--- config.mk ---
export PLATFORM = sky130hd
export DESIGN_NAME = llcp_front
export DESIGN_NICKNAME = d
export VERILOG_FILES = /design/src/sv/assert_macros.svh /design/src/sv/llcp_pkg.sv /design/src/sv/llcp_front.sv
export SDC_FILE = /design/constraint.sdc
export NUM_CORES = 1
export LEC_CHECK = 0
export ABC_AREA = 1
export BUFFER_PORTS_ARGS = -buffer_cell sky130_fd_sc_hd__buf_2
export CAP_MARGIN = 20
export CORE_MARGIN = 1
export CORE_UTILIZATION = 52
export DETAILED_ROUTE_END_ITERATION = 10
export MAX_ROUTING_LAYER = met4
export PLACE_DENSITY = 0.73
export SLEW_MARGIN = 20
export SYNTH_ARGS = -nofsm -noshare
export SYNTH_HDL_FRONTEND = slang
export SYNTH_SLANG_ARGS = --single-unit
--- constraint.sdc ---
create_clock -name i_clk -period 10.8 [get_ports i_clk]
set_input_delay 1.08 -clock i_clk [delete_from_list [all_inputs] [get_ports i_clk]]
set_output_delay 1.08 -clock i_clk [all_outputs]
set_load 0.005 [all_outputs]
--- src/sv/assert_macros.svh ---
// Assertion helpers shared by the RTL. Define ASSERT_OFF to compile them away.
`ifndef ASSERT_MACROS_SVH
`define ASSERT_MACROS_SVH

`ifndef ASSERT_OFF
// The consequent must hold in the same cycle as the antecedent.
`define ASSERT_IMPLY(label, clk, rst_n, ante, cons, msg) \
    label: assert property (@(posedge clk) disable iff (!rst_n) (ante) |-> (cons)) \
        else $error(msg);
// The consequent must hold in the cycle after the antecedent.
`define ASSERT_NEXT(label, clk, rst_n, ante, cons, msg) \
    label: assert property (@(posedge clk) disable iff (!rst_n) (ante) |=> (cons)) \
        else $error(msg);
`else
`define ASSERT_IMPLY(label, clk, rst_n, ante, cons, msg)
`define ASSERT_NEXT(label, clk, rst_n, ante, cons, msg)
`endif

`endif

--- src/sv/llcp_pkg.sv ---
package llcp_pkg;

    localparam int FRAC_BITS_DEF = 16;

    // Configuration register indexes.
    localparam int CFG_IDX_W = 3;
    localparam logic [CFG_IDX_W-1:0] REG_NEAR_PLANE  = 3'd0;
    localparam logic [CFG_IDX_W-1:0] REG_HORIZ_SCALE = 3'd1;
    localparam logic [CFG_IDX_W-1:0] REG_VERT_SCALE  = 3'd2;
    localparam logic [CFG_IDX_W-1:0] REG_CENTER_X    = 3'd3;
    localparam logic [CFG_IDX_W-1:0] REG_CENTER_Y    = 3'd4;

    // Register reset values.
    localparam logic [30:0] NEAR_RST   = 31'd655;
    localparam logic [15:0] HSCALE_RST = 16'd1920;
    localparam logic [15:0] VSCALE_RST = 16'd1080;
    localparam logic [15:0] CX_RST     = 16'd960;
    localparam logic [15:0] CY_RST     = 16'd540;

    // Queue sizes.
    localparam int FQ_DEPTH = 4;
    localparam int FQ_AW    = 2;
    localparam int OQ_DEPTH = 2;
    localparam int OQ_AW    = 1;

    typedef struct packed {
        logic signed [31:0] ax;
        logic signed [31:0] ay;
        logic signed [31:0] az;
        logic signed [31:0] bx;
        logic signed [31:0] by;
        logic signed [31:0] bz;
    } t_seg;

    typedef struct packed {
        logic culled;
        logic a_clip;
        logic b_clip;
    } t_flags;

    typedef struct packed {
        t_flags flags;
        t_seg   seg;
    } t_item;

    typedef struct packed {
        t_flags             flags;
        logic signed [31:0] ax;
        logic signed [31:0] ay;
        logic signed [31:0] bx;
        logic signed [31:0] by;
    } t_result;

    // Quotient width of the projection divider: wide enough that any larger
    // quotient saturates the screen coordinate in both directions.
    function automatic int quot_width(input int frac);
        return ((32 > frac + 17) ? 32 : frac + 17) + 1;
    endfunction

endpackage

--- src/sv/llcp_front.sv ---
module llcp_front (
    input  logic               i_clk,
    input  logic               i_rst_n,
    input  logic               i_push,
    output logic               o_full,
    input  llcp_pkg::t_seg     i_seg,
    input  logic [30:0]        i_nr,
    input  logic               i_pop,
    output logic               o_valid,
    output llcp_pkg::t_item    o_item
);

    localparam int AW = llcp_pkg::FQ_AW;

    llcp_pkg::t_item w_item;
    llcp_pkg::t_item r_mem [llcp_pkg::FQ_DEPTH];
    logic [AW-1:0]   r_wr;
    logic [AW-1:0]   r_rd;
    logic [AW:0]     r_cnt;
    logic            w_a_behind;
    logic            w_b_behind;
    logic            w_wr_en;
    logic            w_rd_en;

    // Classify each endpoint against the near plane.
    always_comb begin
        w_a_behind = $signed({i_seg.az[31], i_seg.az}) <= $signed({2'b00, i_nr});
        w_b_behind = $signed({i_seg.bz[31], i_seg.bz}) <= $signed({2'b00, i_nr});
        w_item.seg = i_seg;
        w_item.flags.culled = w_a_behind && w_b_behind;
        w_item.flags.a_clip = w_a_behind && !w_b_behind;
        w_item.flags.b_clip = w_b_behind && !w_a_behind;
    end

    assign o_full  = (r_cnt == (AW+1)'(llcp_pkg::FQ_DEPTH));
    assign o_valid = (r_cnt != '0);
    assign o_item  = r_mem[r_rd];
    assign w_wr_en = i_push && !o_full;
    assign w_rd_en = i_pop && o_valid;

    // Queue storage.
    always_ff @(posedge i_clk) begin
        if (w_wr_en) begin
            r_mem[r_wr] <= w_item;
        end
    end

    // Queue pointers and fill count.
    always_ff @(posedge i_clk) begin
        if (!i_rst_n) begin
            r_wr  <= '0;
            r_rd  <= '0;
            r_cnt <= '0;
        end else begin
            if (w_wr_en) begin
                r_wr <= r_wr + 1'b1;
            end
            if (w_rd_en) begin
                r_rd <= r_rd + 1'b1;
            end
            if (w_wr_en && !w_rd_en) begin
                r_cnt <= r_cnt + 1'b1;
            end else if (w_rd_en && !w_wr_en) begin
                r_cnt <= r_cnt - 1'b1;
            end
        end
    end

endmodule

==> results_tabular.tex <==
\begin{tabular}{lr}
\hline
Metric & Value \\
\hline
\multicolumn{2}{l}{\textbf{Floorplan}} \\
DIE AREA & 60090 um2 \\
Total I/O pin count & 424 \\
Height of the chip & 245.1 um \\
Die width & 245.1 um \\
Effective utilization at floorplan & 52.98\% \\
Core Area & 58030 um2 \\
Total number of placement rows & 88 \\
\multicolumn{2}{l}{\textbf{Logic synthesis}} \\
Total standard cell area after synthesis & 30740 um2 \\
Gate count of the mapped netlist & 2192 \\
Area leader, netlist & sky130\_fd\_sc\_hd\_\_edfxtp\_1 \\
Syn avg cell area & 14.02 um2 \\
Post-synthesis sequential element count & 789 \\
Synth async-reset ratio & 0\% \\
Synthesis warning total & 0 \\
Leading post-synthesis cells by instance count & sky130\_fd\_sc\_hd\_\_edfxtp\_1, sky130\_fd\_sc\_hd\_\_nor2\_1, sky130\_fd\_sc\_hd\_\_o21ai\_0 \\
Top\_reg\_cell synth & sky130\_fd\_sc\_hd\_\_edfxtp\_1 \\
Syn\_nets & 2487 \\
Synth unique cells & 27 \\
Top post-synthesis cells by area & sky130\_fd\_sc\_hd\_\_edfxtp\_1, sky130\_fd\_sc\_hd\_\_o21ai\_0, sky130\_fd\_sc\_hd\_\_nor2\_1 \\
Share of Yosys cell area claimed by the top area cell type & 76.20\% \\
Top-count cell post-synth & sky130\_fd\_sc\_hd\_\_edfxtp\_1 \\
Count of flip-flops with a built-in enable after synthesis & 780 \\
Sequential area share after synthesis & 76.78\% \\
\multicolumn{2}{l}{\textbf{Placed design}} \\
Count of input and output buffers & 423 \\
RePlAce Congestion & 0.8327 \\
Setup Slack @ Placement & 6439 ps \\
DP Cell Count & 3276 \\
DP Area & 33410 um2 \\
Estimated wirelength of the detail-placed design & 43.28 mm \\
\multicolumn{2}{l}{\textbf{GRT}} \\
Total GRT Usage & 24.37\% \\
Global Route met3 Usage & 4.220\% \\
Largest net degree at the start of global routing & 162 \\
Vias in the first global route & 18740 \\
Met2 track demand over resource in global routing & 39.59\% \\
Wire length of the first global-routing pass & 108.0 mm \\
Number of antenna violations at the first check in global routing & 19 \\
Routing usage on met1 & 30.62\% \\
Layer with the highest usage after global routing & met2 \\
GRT Residual Overflow & 0 \\
\multicolumn{2}{l}{\textbf{Finish}} \\
Area delta synth->final & 17.55\% \\
Final \#Nets & 2887 \\
Fraction of final layout cells sized beyond drive strength 1 & 21.69\% \\
Core occupancy in the finished layout & 62.27\% \\
Cell Count, Final, Fillers Out & 3439 \\
Area of all placed cells without fillers & 36130 um2 \\
\multicolumn{2}{l}{\textbf{Power}} \\
Leakage component of the power & 13.03 nW \\
Clk pwr share & 33.4\% \\
Proportion of power drawn by flip-flops and latches & 45.5\% \\
Worst IR drop on VDD & 0.1543 mV \\
Combinational Power Share & 21.2\% \\
Switching component of the power & 2.403 mW \\
Ratio of total power to cell area & 231.9 nW/um2 \\
Fraction of power spent switching nets & 28.68\% \\
Internal Pwr Total & 5.976 mW \\
\multicolumn{2}{l}{\textbf{Critical path}} \\
CP top delay family & buffers and inverters \\
Critical path class & flip-flop to output pin \\
Data required time at the worst endpoint & 9720 ps \\
Bufs and invs on worst path & 3 \\
Stage delay of the slowest cell on the critical path & 860 ps \\
Critical Path Start Type & flip-flop \\
Data arrival time of the critical path & 3800 ps \\
Library cell appearing most often on the critical path & sky130\_fd\_sc\_hd\_\_buf\_4 \\
CP max-delay cell & sky130\_fd\_sc\_hd\_\_buf\_4 \\
Endpoint class of the critical path & output pin \\
Cell-by-cell listing of the critical path & buf\_4 -> buf\_4 -> o21ai\_0 -> o22ai\_1 -> buf\_2 \\
CP Max Fanout & 98 \\
\multicolumn{2}{l}{\textbf{Detailed routing}} \\
First-pass detailed-route iteration total & 5 \\
Via total after detailed routing & 19640 \\
Iteration-0 DRC Markers & 1571 \\
Drt drc & 0 \\
Routed vias/inst & 5.712 \\
Total routed wirelength & 72.73 mm \\
Routed Antenna Nets & 0 \\
Routed wirelength normalized by instance count & 21.15 um \\
\multicolumn{2}{l}{\textbf{Worst hold path}} \\
Path category of the worst min-delay check & flip-flop to flip-flop \\
\multicolumn{2}{l}{\textbf{Clocking}} \\
Sinks on Clock Net & 789 \\
Total CTS buffers & 79 \\
Register clock-pin slew on the reported worst setup and hold paths & 60 ps \\
Clk Tree Root Cell & sky130\_fd\_sc\_hd\_\_clkbuf\_16 \\
Worst skew pair latency & 610 ps \\
Clock tree from TritonCTS & done \\
Number of hold buffers added after cts & 0 \\
Total setup buffers inserted after CTS & 0 \\
Number of instances resized during post-cts repair & 0 \\
Buffer depth of the longest clock path & 3 \\
Clock H-tree levels & 3 \\
\multicolumn{2}{l}{\textbf{Run status}} \\
Outcome & finished clean \\
\multicolumn{2}{l}{\textbf{STA}} \\
Period minus WS final & 4881 ps \\
Setup-violating endpoint count in the final report & 0 \\
Slew Limit Fails & 0 \\
Final worst-path cycle share & 45.20\% \\
Fmax & 204.9 MHz \\
Skew final & 20.04 ps \\
Sum of negative setup slack & 0 ps \\
Slack of the critical path & 5919 ps \\
Worst slew margin relative to its limit & 28.20\% \\
RSZ-0062 raised after global routing & false \\
Count of endpoints failing hold in the final timing report & 0 \\
Worst Tran Pin Value & 1077 ps \\
\multicolumn{2}{l}{\textbf{Flow run}} \\
Max capacitance violation total & 0 \\
\hline
\end{tabular}
[stage by stage]
stage	hold WS, ps	power (mW)
after detailed placement	455.0	5.647
after global routing	493.3	8.726
after CTS	462.3	8.430
after floorplan	435.6	4.937
after global placement	445.9	5.592
final	466.7	8.379
[cell usage in the layout, fill, tap and decap left out, types with 19 or more instances in the layout]
master                      synthesis  routed
sky130_fd_sc_hd__o21ai_1           20      20
sky130_fd_sc_hd__a21oi_1           37      37
sky130_fd_sc_hd__ha_1              67      67
sky130_fd_sc_hd__buf_4              2      23
sky130_fd_sc_hd__buf_2             36     423
sky130_fd_sc_hd__edfxtp_1         780     780
sky130_fd_sc_hd__o21ai_0          386     386
sky130_fd_sc_hd__nand2_1           66      66
sky130_fd_sc_hd__diode_2            0      19
sky130_fd_sc_hd__nor2_1           414     410
sky130_fd_sc_hd__inv_1             64      64
sky130_fd_sc_hd__clkbuf_16          0      82
sky130_fd_sc_hd__o22ai_1          195     195
[per-layer routing]
metal	vias up	wire length, um
li1	9027	-
met1	9753	28650
met2	760	36830
met3	103	5122
met4	0	2130
met5	-	0
[worst reg2reg max path, delay by kind of cell (launching register included)]
kind	cells	cell delay (ps)
buffers and inverters	3	1640
AND/OR/NAND/NOR	3	1130
flip-flops	1	390
[flip-flops by register name, summed over array words and instances, names as in the netlist, named ones only]
name and flops:
r_cnt 3, r_wr 2, r_mem 780, r_rd 2
[layout make-up]
| class | count | area (um2) |
|---|---|---|
| flip-flops and latches | 789 | 23610 |
| fillers | 4258 | 21890 |
| multi-input cells | 1209 | 6281 |
| repair buffers | 447 | 2301 |
| clock buffers | 96 | 2105 |
| well taps | 765 | 957.2 |
| clock inverters | 48 | 571.8 |
| inverters | 66 | 260.3 |
| diodes | 19 | 47.55 |
[power groups by stage]
stage / Combinational (mW) / Clock, mW / Sequential [mW]
detailed placement: 1.77 / 0 / 3.87
global placement: 1.73 / 0 / 3.86
CTS: 1.78 / 2.84 / 3.81
floorplan: 1.00 / 0 / 3.94
global route: 1.94 / 2.96 / 3.83
finish: 1.77 / 2.80 / 3.81
[path summary, 6_finish.rpt]
| kind | from | to | slack [ps] | cells past startpoint |
|---|---|---|---|---|
| worst min-delay path | r_rd[0] | flip-flop | 470 | 1 |
| worst min register to register | r_rd[0] | flip-flop | 470 | 1 |
| worst max register to register | r_cnt[1] | r_mem[1][166] | 7200 | 6 |
| worst max-delay path | flip-flop | o_item[60] | 5920 | 5 |
[logic make-up after synthesis]
family | Yosys count | synth area share [%]
compound gates | 645 | 11.35
fa+ha+maj | 68 | 2.792
buf+inv | 194 | 2.882
simple gates | 496 | 6.191
flops | 789 | 76.78
Note: power is estimated with default switching activity, not from simulation.
