## config.mk

```make
export PLATFORM = sky130hd
export DESIGN_NAME = llcp_outq
export DESIGN_NICKNAME = d
export VERILOG_FILES = /design/src/sv/assert_macros.svh /design/src/sv/llcp_pkg.sv /design/src/sv/llcp_outq.sv
export SDC_FILE = /design/constraint.sdc
export NUM_CORES = 1
export LEC_CHECK = 0
export BUFFER_PORTS_ARGS = -buffer_cell sky130_fd_sc_hd__buf_4
export CORE_ASPECT_RATIO = 2
export CORE_MARGIN = 3
export CORE_UTILIZATION = 52
export DETAILED_ROUTE_END_ITERATION = 6
export GPL_ROUTABILITY_DRIVEN = 1
export GPL_TIMING_DRIVEN = 1
export PLACE_DENSITY_LB_ADDON = 0.15
export SLEW_MARGIN = 20
export SYNTH_ARGS = -nofsm -noshare
export SYNTH_HDL_FRONTEND = slang
export SYNTH_SLANG_ARGS = --single-unit
```

## constraint.sdc

```tcl
create_clock -name i_clk -period 8.8 [get_ports i_clk]
set_input_delay 1.32 -clock i_clk [delete_from_list [all_inputs] [get_ports i_clk]]
set_output_delay 1.32 -clock i_clk [all_outputs]
set_load 0.02 [all_outputs]
```

## src/sv/assert_macros.svh

```systemverilog
// Assertion helpers shared by the RTL. Define ASSERT_OFF to compile them away.
`ifndef ASSERT_MACROS_SVH
`define ASSERT_MACROS_SVH

`ifndef ASSERT_OFF
// The consequent must hold in the same cycle as the antecedent.
`define ASSERT_IMPLY(label, clk, rst_n, ante, cons, msg) \
    label: assert property (@(posedge clk) disable iff (!rst_n) (ante) |-> (cons)) \
        else $error(msg);
// The consequent must hold in the cycle after the antecedent.
`define ASSERT_NEXT(label, clk, rst_n, ante, cons, msg) \
    label: assert property (@(posedge clk) disable iff (!rst_n) (ante) |=> (cons)) \
        else $error(msg);
`else
`define ASSERT_IMPLY(label, clk, rst_n, ante, cons, msg)
`define ASSERT_NEXT(label, clk, rst_n, ante, cons, msg)
`endif

`endif

```

## src/sv/llcp_pkg.sv

```systemverilog
package llcp_pkg;

    localparam int FRAC_BITS_DEF = 16;

    // Configuration register indexes.
    localparam int CFG_IDX_W = 3;
    localparam logic [CFG_IDX_W-1:0] REG_NEAR_PLANE  = 3'd0;
    localparam logic [CFG_IDX_W-1:0] REG_HORIZ_SCALE = 3'd1;
    localparam logic [CFG_IDX_W-1:0] REG_VERT_SCALE  = 3'd2;
    localparam logic [CFG_IDX_W-1:0] REG_CENTER_X    = 3'd3;
    localparam logic [CFG_IDX_W-1:0] REG_CENTER_Y    = 3'd4;

    // Register reset values.
    localparam logic [30:0] NEAR_RST   = 31'd655;
    localparam logic [15:0] HSCALE_RST = 16'd1920;
    localparam logic [15:0] VSCALE_RST = 16'd1080;
    localparam logic [15:0] CX_RST     = 16'd960;
    localparam logic [15:0] CY_RST     = 16'd540;

    // Queue sizes.
    localparam int FQ_DEPTH = 4;
    localparam int FQ_AW    = 2;
    localparam int OQ_DEPTH = 2;
    localparam int OQ_AW    = 1;

    typedef struct packed {
        logic signed [31:0] ax;
        logic signed [31:0] ay;
        logic signed [31:0] az;
        logic signed [31:0] bx;
        logic signed [31:0] by;
        logic signed [31:0] bz;
    } t_seg;

    typedef struct packed {
        logic culled;
        logic a_clip;
        logic b_clip;
    } t_flags;

    typedef struct packed {
        t_flags flags;
        t_seg   seg;
    } t_item;

    typedef struct packed {
        t_flags             flags;
        logic signed [31:0] ax;
        logic signed [31:0] ay;
        logic signed [31:0] bx;
        logic signed [31:0] by;
    } t_result;

    // Quotient width of the projection divider: wide enough that any larger
    // quotient saturates the screen coordinate in both directions.
    function automatic int quot_width(input int frac);
        return ((32 > frac + 17) ? 32 : frac + 17) + 1;
    endfunction

endpackage

```

## src/sv/llcp_outq.sv

```systemverilog
module llcp_outq (
    input  logic                i_clk,
    input  logic                i_rst_n,
    input  logic                i_push,
    input  llcp_pkg::t_result   i_data,
    output logic                o_ready,
    output logic                o_empty,
    input  logic                i_pop,
    output llcp_pkg::t_result   o_data
);

    localparam int AW = llcp_pkg::OQ_AW;

    llcp_pkg::t_result r_mem [llcp_pkg::OQ_DEPTH];
    logic [AW-1:0]     r_wr;
    logic [AW-1:0]     r_rd;
    logic [AW:0]       r_cnt;
    logic              w_wr_en;
    logic              w_rd_en;

    assign o_ready = (r_cnt != (AW+1)'(llcp_pkg::OQ_DEPTH));
    assign o_empty = (r_cnt == '0);
    assign o_data  = r_mem[r_rd];
    assign w_wr_en = i_push && o_ready;
    assign w_rd_en = i_pop && !o_empty;

    // Result storage.
    always_ff @(posedge i_clk) begin
        if (w_wr_en) begin
            r_mem[r_wr] <= i_data;
        end
    end

    // Pointers and fill count.
    always_ff @(posedge i_clk) begin
        if (!i_rst_n) begin
            r_wr  <= '0;
            r_rd  <= '0;
            r_cnt <= '0;
        end else begin
            if (w_wr_en) begin
                r_wr <= r_wr + 1'b1;
            end
            if (w_rd_en) begin
                r_rd <= r_rd + 1'b1;
            end
            if (w_wr_en && !w_rd_en) begin
                r_cnt <= r_cnt + 1'b1;
            end else if (w_rd_en && !w_wr_en) begin
                r_cnt <= r_cnt - 1'b1;
            end
        end
    end

endmodule

```

==> reports/qor.csv, run 1 <==
metric;value;unit
RSZ-0062 raised after global routing;false;
crit path cell chain;buf_4 -> mux2_2 -> buf_4;
Die Width;104;microns
GRT busiest layer;met2;
distinct cell type count after synthesis;22;
Detail Route Antenna Nets;0;
worst rel slew slack;0.310;
cell count after placement;943;
gpl congestion;0.727;
Rows;71;
port bufs;267;
vias per inst;5.03;
Comb pwr share;0.308;
met2 usage in global routing;0.347;
critical path required time;7.48;ns
DR vias;4950;
DRT Pass-1 Iters;4;
vias in the first global route;5498;
Starting Density;0.532;
Reg clk slew, reported paths;0.06;ns
first-pass GRT wire length;29.5;mm
DIE HEIGHT;203;microns
synth warn;0;
outcome;finished, final reports clean;
PnR worst setup slack;4.74;ns
Mean Syn Cell Area;23.3;sq um
final setup vio count;0;
CTS sink cnt;267;
max incr delay on CP;0.84;ns
Cell Int Power;2700;uW
detailed placer's ending HPWL;13.6;mm
Syn Inst Count;432;
Overall Power;3770;uW
clock root buffer;clkbuf_16;
PwrDens;291;mW/mm^2
io pins;268;
setup tns final;0;ns
core box area;0.0189;sq mm
Clk network pwr share;0.250;
WP data arrival;2.74;ns
post-place setup slack;5.20;ns
grt ovf;0;
non-filler cells, final;985;
Hold WS;0.601;ns
Yosys reg bits;267;
Clock Tree Buf Depth;3;
final-stage net count;849;
post_cts resized;0;
share of layout cells above drive strength 1;0.600;
Num CTS Buffers;23;
Switching Share;0.285;
Global Route met3 Usage;0.0414;
routing usage on met1;0.180;
Post-Synthesis Cell Area;0.0101;sq mm
slowest stage cell, crit path;buf_4;
CP max FO;57;
area delta synth->final;29.0;%
CP Launch Type;flip-flop;
all-layer global routing usage;0.181;
fmax;0.247;GHz
clk_skew;0.00642;ns
syn nets;568;
DRC violations left;0;
CP endpoint kind;output port;
Final Cycle Share;0.461;
sequential share of power;0.442;
initial antenna violation count;2;
largest net degree at the start of global routing;77;
Clock Latency Late Sink;0.49;ns
DRT Wirelength;20.0;mm
post-CTS setup repair buffer count;0;
sequential cell area fraction in the yosys report;0.791;
minimum clock period;4.06;ns
kind of critical path;flip-flop to output port;
Die Area;0.0212;sq mm
switching pwr;1070;uW
leak pwr;0.00499;uW
Slew Viols, Final;0;
H-tree depth;1;
CTS tree;done;
Iter 0 DRT Violations;239;
max-cap viol count;0;
Hold-fix buffers, CTS;0;
Max rail drop VDD;203;uV
HP Class;flip-flop to flip-flop;
Worst Tran Pin Value;1.04;ns
Final Hold Fails;0;
most frequent CP cell;buf_4;
Routed WL per cell;20.3;microns
==> through the flow <==
stage                     utilization  area (sq um)
after global routing            0.687         13000
after global placement          0.649         12300
after CTS                       0.686         13000
after floorplan                     -         10100
final                           0.687         13000
after detailed placement        0.649         12300
==> layout by cell type, fill, tap and decap left out <==
master / netlist / layout
buf_4: 0 / 271
edfxtp_1: 262 / 262
mux2_4: 90 / 90
mux2_2: 41 / 41
clkbuf_16: 0 / 23
clkinv_1: 0 / 7
and2_1: 4 / 4
clkinv_2: 0 / 4
dfxtp_1: 5 / 4
clkbuf_1: 0 / 3
diode_2: 0 / 2
xnor2_1: 2 / 2
bufinv_16: 0 / 2
nand2b_4: 1 / 1
nor2_1: 1 / 1
o21ai_1: 1 / 1
and3_4: 0 / 1
nand3b_1: 1 / 1
inv_4: 0 / 1
a21bo_2: 1 / 1
a21boi_0: 1 / 1
xor2_1: 1 / 1
o21ai_0: 1 / 1
or3_1: 1 / 1
a21boi_1: 1 / 1
ha_1: 1 / 1
dfxtp_4: 0 / 1
clkinv_4: 0 / 1
==> state kept, by name (all words and copies together) (netlist names), named ones only <==
register	count
r_cnt	2
r_wr	1
r_mem	262
r_rd	1
==> power by group through the flow <==
stage / combinational, uW / clock, uW / sequential [uW]
CTS: 1180 / 977 / 1670
detailed placement: 1180 / 0 / 1700
finish: 1160 / 945 / 1670
floorplan: 796 / 0 / 1660
global route: 1220 / 1020 / 1680
global placement: 1160 / 0 / 1680
==> Yosys cell counts <==
| cell type | instances | area [sq um] |
|---|---|---|
| xnor2_1 | 2 | 17.5 |
| nor2_1 | 1 | 3.75 |
| a21bo_2 | 1 | 10.0 |
| mux2_4 | 90 | 1350 |
| mux2_2 | 41 | 462 |
| dfxtp_1 | 5 | 100 |
| a21boi_0 | 1 | 7.51 |
| and3_1 | 1 | 6.26 |
| or3_1 | 1 | 6.26 |
| nand3b_1 | 1 | 7.51 |
| a21boi_1 | 1 | 7.51 |
| ha_1 | 1 | 12.5 |
| o21ai_0 | 1 | 5.00 |
| inv_1 | 1 | 3.75 |
| edfxtp_1 | 262 | 7870 |
| nand2b_4 | 1 | 13.8 |
| and2_1 | 4 | 25.0 |
| xor2_1 | 1 | 8.76 |
| buf_2 | 4 | 20.0 |
| o21ai_1 | 1 | 5.00 |
| buf_6 | 10 | 113 |
| buf_8 | 1 | 15.0 |
==> kinds of logic after synthesis <==
group                    share of synthesized area
XOR/XNOR                                   0.00261
AO/OA/AOI/OAI                              0.00348
buffers and inverters                       0.0150
flip-flops                                   0.791
multiplexers                                 0.180
AND/OR/NAND/NOR                            0.00621
adder cells (fa/ha/maj)                    0.00124
==> critical path: cells and delay by family (launching register included) <==
family                 cells  cell delay, ns
DFF                        1            0.79
buffers and inverters      2            1.00
muxes                      1            0.43
==> cell type report <==
class / instances / area (sq um)
Clock buffer: 26 / 587
Fill cell: 1256 / 5930
Multi-Input combinational cell: 149 / 1950
Sequential cell: 267 / 7970
Antenna cell: 2 / 5.00
Inverter: 1 / 6.26
Timing Repair Buffer: 271 / 2030
Tap cell: 255 / 319
Clock inverter: 14 / 115
==> path summary, 6_finish.rpt <==
check	from	end	slack [ns]	cells after the start
setup / recovery	flip-flop	o_data[11]	4.74	3
hold / removal	r_cnt[1]$_SDFFE_PN0P_	r_cnt[1]$_SDFFE_PN0P_	0.60	2
setup reg to reg	r_cnt[0]$_SDFFE_PN0P_	r_mem[1][6]$_DFFE_PP_	6.01	3
hold reg to reg	r_cnt[1]$_SDFFE_PN0P_	r_cnt[1]$_SDFFE_PN0P_	0.60	2
==> routing by layer <==
layer | vias to the layer above | wire length [microns]
met1 | 2419 | 6630
met5 | - | 0
met4 | 0 | 925
met2 | 205 | 11200
met3 | 50 | 1250
li1 | 2276 | -
Power figures use the tool's default switching activity.
==> inputs of run 2 (changes only) <==
--- a/config.mk
+++ b/config.mk
@@ -8,7 +8,7 @@
 export BUFFER_PORTS_ARGS = -buffer_cell sky130_fd_sc_hd__buf_4
 export CORE_ASPECT_RATIO = 2
 export CORE_MARGIN = 3
-export CORE_UTILIZATION = 52
+export CORE_UTILIZATION = 47
 export DETAILED_ROUTE_END_ITERATION = 6
 export GPL_ROUTABILITY_DRIVEN = 1
 export GPL_TIMING_DRIVEN = 1
==> constraint.sdc (replaced) <==
create_clock -name i_clk -period 3.6 [get_ports i_clk]
set_input_delay 0.54 -clock i_clk [delete_from_list [all_inputs] [get_ports i_clk]]
set_output_delay 0.54 -clock i_clk [all_outputs]
set_load 0.02 [all_outputs]
==> reports/qor.csv, run 2 (synthesized netlist as in run 1, its figures left out) <==
metric;value;unit
post-CTS setup repair buffer count;0;
initial antenna violation count;0;
fmax;0.370;GHz
most frequent cells in the layout;271 x buf_4, 262 x edfxtp_1, 90 x mux2_4, 41 x mux2_2, 23 x clkbuf_16;
worst rel slew slack;0.544;
CTS tree;done;
DRC violations left;0;
area delta synth->final;30.0;%
commonest non-fill, non-tap cell in the layout;buf_4;
Reg clk slew, reported paths;0.07;ns
RSZ-0062 raised after global routing;false;
setup tns final;0;ns
Max rail drop VDD;528;uV
largest net degree at the start of global routing;73;
crit path cell chain;buf_12 -> mux2_4 -> buf_4;
Routed WL per cell;20.0;microns
WP data arrival;2.17;ns
final-stage net count;852;
max incr delay on CP;0.58;ns
grt ovf;0;
post_cts resized;0;
CP Buf/Inv Count;2;
Worst Tran Pin Value;0.682;ns
Top reg by flops;r_mem;
Final Util;0.623;
max FFs per register;262;
gpl congestion;0.738;
port bufs;267;
PwrDens;715;mW/mm^2
CP max FO;71;
CP endpoint kind;output port;
Num CTS Buffers;23;
final setup vio count;0;
max-cap viol count;0;
Final Hold Fails;0;
Starting Density;0.479;
Clock Tree Buf Depth;3;
leak pwr;0.00502;uW
Hold-fix buffers, CTS;0;
switching pwr;2650;uW
HP Class;input pin to flip-flop;
minimum clock period;2.71;ns
DRT Pass-1 Iters;4;
CP Launch Type;flip-flop;
outcome;finished, final reports clean;
H-tree depth;1;
Die Area;0.0233;sq mm
DIE HEIGHT;213;microns
io pins;268;
Top Registers;r_mem: 262 flops, r_cnt: 2 flops;
clock root buffer;clkbuf_16;
Final Cycle Share;0.752;
Rows;75;
Detail Route Antenna Nets;0;
detailed placer's ending HPWL;13.8;mm
slowest stage cell, crit path;dfxtp_4;
ANT cells;0;
Crit path max-delay family;buffers and inverters;
Cell Int Power;6720;uW
Clock Latency Late Sink;0.51;ns
Iter 0 DRT Violations;235;
sequential share of power;0.430;
Switching Share;0.283;
critical path required time;3.06;ns
DR vias;4963;
Slew Viols, Final;0;
Die Width;109;microns
vias in the first global route;5477;
all-layer global routing usage;0.167;
Overall Power;9360;uW
Clk network pwr share;0.259;
first-pass GRT wire length;29.3;mm
core box area;0.0210;sq mm
CTS sink cnt;267;
DRT Wirelength;20.0;mm
Comb pwr share;0.311;
kind of critical path;flip-flop to output port;
vias per inst;4.97;
clk_skew;0.0105;ns
share of layout cells above drive strength 1;0.603;
-- run 2: cell types whose count changed in the layout (fill, tap and decap cells not counted), sizes merged --
cell	delta
diode	-2
bufinv	+1
clkinvlp	+1
clkbuf	+4
inv	-1
clkinv	-6
buf	+3
-- run 2: power by group through the flow --
stage                     sequential, uW  combinational, uW  clock [uW]
final                               4030               2910        2420
after global routing                4060               3080        2620
after CTS                           4030               2960        2490
after detailed placement            4100               2960           0
after global placement              4070               2920           0
after floorplan                     4040               1950           0
-- run 2: routing by layer --
metal | up-vias | track usage | share of wire
met2 | 184 | 0.315 | 0.58
met1 | 2465 | 0.172 | 0.32
met5 | - | 0 | 0
met4 | 0 | 0.0814 | 0.044
met3 | 43 | 0.0300 | 0.058
li1 | 2271 | - | -
-- run 2: final timing paths --
| kind | startpoint | to | slack (ns) | cells past startpoint |
|---|---|---|---|---|
| setup / recovery | flip-flop | o_data[84] | 0.89 | 3 |
| hold / removal | i_data[16] | r_mem[0][16]$_DFFE_PP_ | 0.22 | 1 |
| setup reg to reg | r_cnt[0]$_SDFFE_PN0P_ | r_mem[0][77]$_DFFE_PP_ | 1.48 | 4 |
| hold reg to reg | r_cnt[1]$_SDFFE_PN0P_ | r_cnt[1]$_SDFFE_PN0P_ | 0.55 | 2 |
-- run 2: per-stage QoR --
step	std cells	cell area [sq um]	setup WS, ns	hold WS, ns
2_1_floorplan	432	10100	0.589	0.517
3_3_place_gp	960	12400	1.38	0.534
3_5_place_dp	960	12400	1.33	0.547
4_1_cts	999	13100	0.840	0.191
5_1_grt	999	13100	0.806	0.196
6_report	999	13100	0.894	0.216
-- run 2: area by class of cell --
| cell class | instances | area (sq um) |
|---|---|---|
| fillers | 1553 | 7930 |
| multi-input cells | 149 | 1950 |
| flip-flops and latches | 267 | 7970 |
| inverters | 1 | 7.51 |
| repair buffers | 274 | 2090 |
| well taps | 269 | 337 |
| clock buffers | 30 | 612 |
| clock inverters | 9 | 116 |
